**config.mk**
```make
export PLATFORM = sky130hd
export DESIGN_NAME = tgds_alu
export DESIGN_NICKNAME = d
export VERILOG_FILES = /design/src/hw/rtl/tgds_pkg.sv /design/src/hw/rtl/tgds_alu.sv
export VERILOG_INCLUDE_DIRS = /design/src /design/src/hw/rtl
export SDC_FILE = /design/constraint.sdc
export NUM_CORES = 1
export LEC_CHECK = 0
export BUFFER_PORTS_ARGS = -buffer_cell sky130_fd_sc_hd__buf_4
export CAP_MARGIN = 15
export CORE_MARGIN = 4
export CORE_UTILIZATION = 59
export DETAILED_ROUTE_END_ITERATION = 10
export HOLD_SLACK_MARGIN = 0.02
export PLACE_DENSITY = 0.87
export SETUP_SLACK_MARGIN = 0.5
export SLEW_MARGIN = 0
export SYNTH_ARGS = -nofsm -noshare
export SYNTH_HDL_FRONTEND = slang
export SYNTH_SLANG_ARGS = --single-unit
```
**constraint.sdc**
```tcl
create_clock -name clk -period 8.76 [get_ports clk]
set_clock_uncertainty 0.1 [all_clocks]
set_input_delay 0.438 -clock clk [delete_from_list [all_inputs] [get_ports clk]]
set_output_delay 0.438 -clock clk [all_outputs]
set_load 0.005 [all_outputs]
```
**src/hw/rtl/toroidal_grid_diffusion_step_core_defines.svh**
```systemverilog
// Assertion helpers shared by the RTL files.
`ifndef TOROIDAL_GRID_DIFFUSION_STEP_CORE_DEFINES_SVH
`define TOROIDAL_GRID_DIFFUSION_STEP_CORE_DEFINES_SVH

`ifndef SYNTH

// Same-cycle implication, checked on every rising edge outside reset.
`define TGDS_ASSERT_IMP(lbl, ante, cons, msg) \
  lbl: assert property (@(posedge clk) disable iff (!rst_n) (ante) |-> (cons)) \
    else $error(msg);

// Next-cycle implication, checked on every rising edge outside reset.
`define TGDS_ASSERT_NXT(lbl, ante, cons, msg) \
  lbl: assert property (@(posedge clk) disable iff (!rst_n) (ante) |=> (cons)) \
    else $error(msg);

`else

`define TGDS_ASSERT_IMP(lbl, ante, cons, msg)
`define TGDS_ASSERT_NXT(lbl, ante, cons, msg)

`endif

`endif

```
**src/hw/rtl/tgds_pkg.sv**
```systemverilog
package tgds_pkg;

  localparam int COORD_W = 5;
  localparam int DIM_W   = 6;
  localparam int ADDR_W  = 2 * COORD_W;
  localparam int CONC_W  = 16;
  localparam int CELL_W  = 3 * CONC_W;
  localparam int SUM_W   = 20;
  localparam int COEF_W  = 14;
  localparam int CFG_W   = 16;
  localparam int CFG_IDX_W = 2;

  localparam logic [DIM_W-1:0]  DIM_MAX = 6'd32;
  localparam logic [COEF_W-1:0] D_CAP   = 14'd8192;

  // Request operation codes.
  typedef enum logic [1:0] {
    OP_WRITE = 2'd0,
    OP_READ  = 2'd1,
    OP_STEP  = 2'd2,
    OP_CLEAR = 2'd3
  } op_t;

  // Configuration register indexes.
  typedef enum logic [CFG_IDX_W-1:0] {
    CFG_WIDTH  = 2'd0,
    CFG_HEIGHT = 2'd1,
    CFG_COEFF  = 2'd2,
    CFG_INIT_A = 2'd3
  } cfg_idx_t;

  typedef enum logic [3:0] {
    ST_IDLE,
    ST_EXEC,
    ST_RDWAIT,
    ST_CLEAR,
    ST_SW_START,
    ST_SW_RD,
    ST_SW_LAST,
    ST_MUL,
    ST_FIN,
    ST_SW_WR,
    ST_CP_RD,
    ST_CP_WR,
    ST_DONE
  } state_t;

  // Control from the sequencer to the arithmetic unit.
  typedef struct packed {
    logic mul_en;
  } alu_ctrl_t;

endpackage

```
**src/hw/rtl/tgds_alu.sv**
```systemverilog
// Shared update unit: new = old + floor(D * (sum9 - 9*old) / 65536), clamped.
`include "toroidal_grid_diffusion_step_core_defines.svh"

module tgds_alu (
  input  logic                          clk,
  input  logic                          rst_n,
  input  tgds_pkg::alu_ctrl_t           ctrl,
  input  logic [tgds_pkg::SUM_W-1:0]    sum9,
  input  logic [tgds_pkg::CONC_W-1:0]   old,
  input  logic [tgds_pkg::COEF_W-1:0]   coeff,
  output logic [tgds_pkg::CONC_W-1:0]   res
);

  logic [tgds_pkg::SUM_W-1:0] old9;
  logic signed [20:0]         diff;
  logic signed [35:0]         prod_r;
  logic signed [19:0]         q;
  logic signed [20:0]         v;

  // Nine times the center, then the Laplacian term.
  assign old9 = ({4'd0, old} << 3) + {4'd0, old};
  assign diff = $signed({1'b0, sum9}) - $signed({1'b0, old9});

  // One multiply per channel, registered before the final add.
  always_ff @(posedge clk) begin
    if (ctrl.mul_en) begin
      prod_r <= diff * $signed({1'b0, coeff});
    end
  end

  // Taking the top bits of a two's complement product floors the division.
  assign q = prod_r[35:16];
  assign v = $signed({5'd0, old}) + $signed({q[19], q});

  always_comb begin
    if (v < 0) begin
      res = '0;
    end else if (v > 21'sd65535) begin
      res = '1;
    end else begin
      res = v[tgds_pkg::CONC_W-1:0];
    end
  end

  `TGDS_ASSERT_IMP(a_alu_noclamp, $past(ctrl.mul_en) && coeff <= tgds_pkg::D_CAP, v >= 0 && v <= 21'sd65535, "diffusion update left range under capped coefficient")

endmodule

```
==> flow_summary_export.csv <==
group,metric,value,unit
setup_path,crit_path_max_incr_delay,580,ps
die,rows,53,
setup_path,end_kind,"register",
sta,fin_crit,8790,ps
layout,largest_reg_flops,20,
synthesis,ys_seq_area_frac,0.0464,
job,cap_violations,0,
route,dr.pass1.iters,5,
layout,syn2layout_area_growth,14.6,%
global_route,grt_pass1_wl,53.1,mm
sta,tightest_slew,1080,ps
layout,nets,1965,
placed_design,portBuffers,67,
sta,fin_ws,-30.3,ps
sta,hold_viol_final,0,
global_route,grt-ovfl-total,0,
die,num_io_pins,69,
route,drc,0,
clock_tree,root_buffer,"clkbuf_16",
clock_tree,htreeDepth,1,
sta,max-slew-margin-rel,0.278,
clock_tree,postCtsHoldBufs,0,
sta,rsz0062_at_grt,"true",
global_route,grt_pass1_vias,11515,
clock_tree,numCtsBuffers,3,
route,wirelength,36.9,mm
min_path,min_path_type,"in -> reg",
synthesis,ys_dominant_reg_cell,"edfxtp_1",
sta,timing.fmax,114,MHz
global_route,antenna_found_initial,0,
sta,maxSlewViolCount,0,
layout,reg_top3,"prod_r x20",
synthesis,syn-num-nets,1870,
synthesis,yosysTopAreaCellShare,0.452,
layout,multi_input_area,11500,um^2
layout,instances_no_fill,1773,
die,start_util,0.608,
layout,register_area,601,um^2
synthesis,synth_top_cell_by_area,"fa_1",
die,die-area,24400,um^2
synthesis,yosys_warnings,0,
sta,period_share,1.00,
route,avgViaCountPerCell,6.07,
synthesis,ys_seq_elements,20,
sta,tns,-30.3,ps
synthesis,synthCells,1404,
synthesis,synthTopCellsByArea,"fa_1 45%, ha_1 12%, inv_1 9.1%",
setup_path,path_max_fanout,5,
setup_path,startpoint_type,"input port",
route,drt.antenna.violating_nets,0,
placed_design,gp_congestion,0.892,
run_status,status,"finished with violations",
sta,setup_viol,1,
run_status,failed_checks,"setup timing",
synthesis,synth_cell_types,58,
clock_tree,cts.clk_slew.worst_paths,60,ps
placed_design,dp_cells,1740,
clock_tree,cts.sink_count,20,
setup_path,worstSetupPathType,"in -> reg",
global_route,track_usage,0.267,
die,die_x,156,um
layout,drive_gt1_frac,0.182,
synthesis,synth_edf_count,20,
layout,final_common_cell,"inv_1",
layout,most-common-layout-cells,"295 x inv_1, 280 x fa_1, 163 x nand2_1",
layout,n_antenna_cell,0,
synthesis,syn_avg_cell_area,9.21,um^2
setup_path,critPathSlowestCell,"fa_1",
synthesis,syn_area,12900,um^2
clock_tree,cts_tree,"yes",
placed_design,dp_slack,-157,ps
setup_path,crit_required,8670,ps
global_route,grt_max_degree,23,
route,wire_per_inst,20.8,um
route,drt_iter0_drc,791,
clock_tree,clockBufferDepth,2,
setup_path,worstPathArrival,8700,ps
die,die_y,156,um
synthesis,async_flop_share,0,
setup_path,path_common_cell,"fa_1",
layout,regMostFlops,"prod_r",
die,core,21300,um^2
route,num_vias,10767,
layout,num-fill-cells,1372,
placed_design,place.detailed.hpwl,25.5,mm
worst paths after layout:
check                 cells past startpoint  slack (ps)         end  startpoint
worst max-delay path                     36         -30  prod_r[30]      old[5]
worst min-delay path                      1         480  prod_r[17]        ctrl
worst max-delay path, delay by kind of cell:
kind	cells	cell delay [ps]
xor+xnor	1	140
fa+ha+maj	9	4100
compound gates	14	2750
buf+inv	9	870
simple gates	3	370
metal layers:
metal	track usage	part of all wire
met2	0.510	0.54
met3	0.0247	0.059
met4	0.104	0.069
met5	0	0
met1	0.306	0.33
Yosys cell counts, types with 12 or more instances:
master / number
edfxtp_1: 20
a21oi_1: 44
nor2b_1: 14
fa_1: 292
and3_1: 12
clkbuf_1: 43
ha_1: 121
o21ai_0: 19
inv_1: 312
nor2_1: 26
nand2_1: 164
nand3_1: 19
and2_1: 137
xnor2_1: 37
a21oi_2: 14
o21bai_1: 13
what timing repair did:
action | in CTS | in global routing
gates cloned | 0 | 0
pin swaps | 51 | 58
gates resized for setup | 49 | 85
buffers inserted | 13 | 16
setup endpoints to repair | 12 | 14
layout make-up:
cell class	count	area share
clock buffer	3	0.00506
clock inverter	1	0.00202
inverter	312	0.0796
multi-input combinational	1019	0.774
sequential	20	0.0405
tap	275	0.0232
timing repair buffer	143	0.0759
cells by family after synthesis:
logic type                 Yosys count  synth area share
muxes                                1          0.000870
AOI/OAI and AO/OA                  153            0.0841
buffers and inverters              365             0.109
and+or+nand+nor                    404             0.158
adders and majority gates          413             0.569
DFF                                 20            0.0464
xor gates and xnor gates            48            0.0325
metrics by stage:
stage,area [um^2],hold WS (ps),util
global placement,13900,738,0.653
global route,14800,493,0.697
detailed placement,13900,744,0.653
CTS,14300,483,0.674
floorplan,12900,450,-
finish,14800,479,0.697
Power is left out: the tool's default activity adds up to more than one toggle a clock period on the data nets, which glitch-free logic cannot reach.
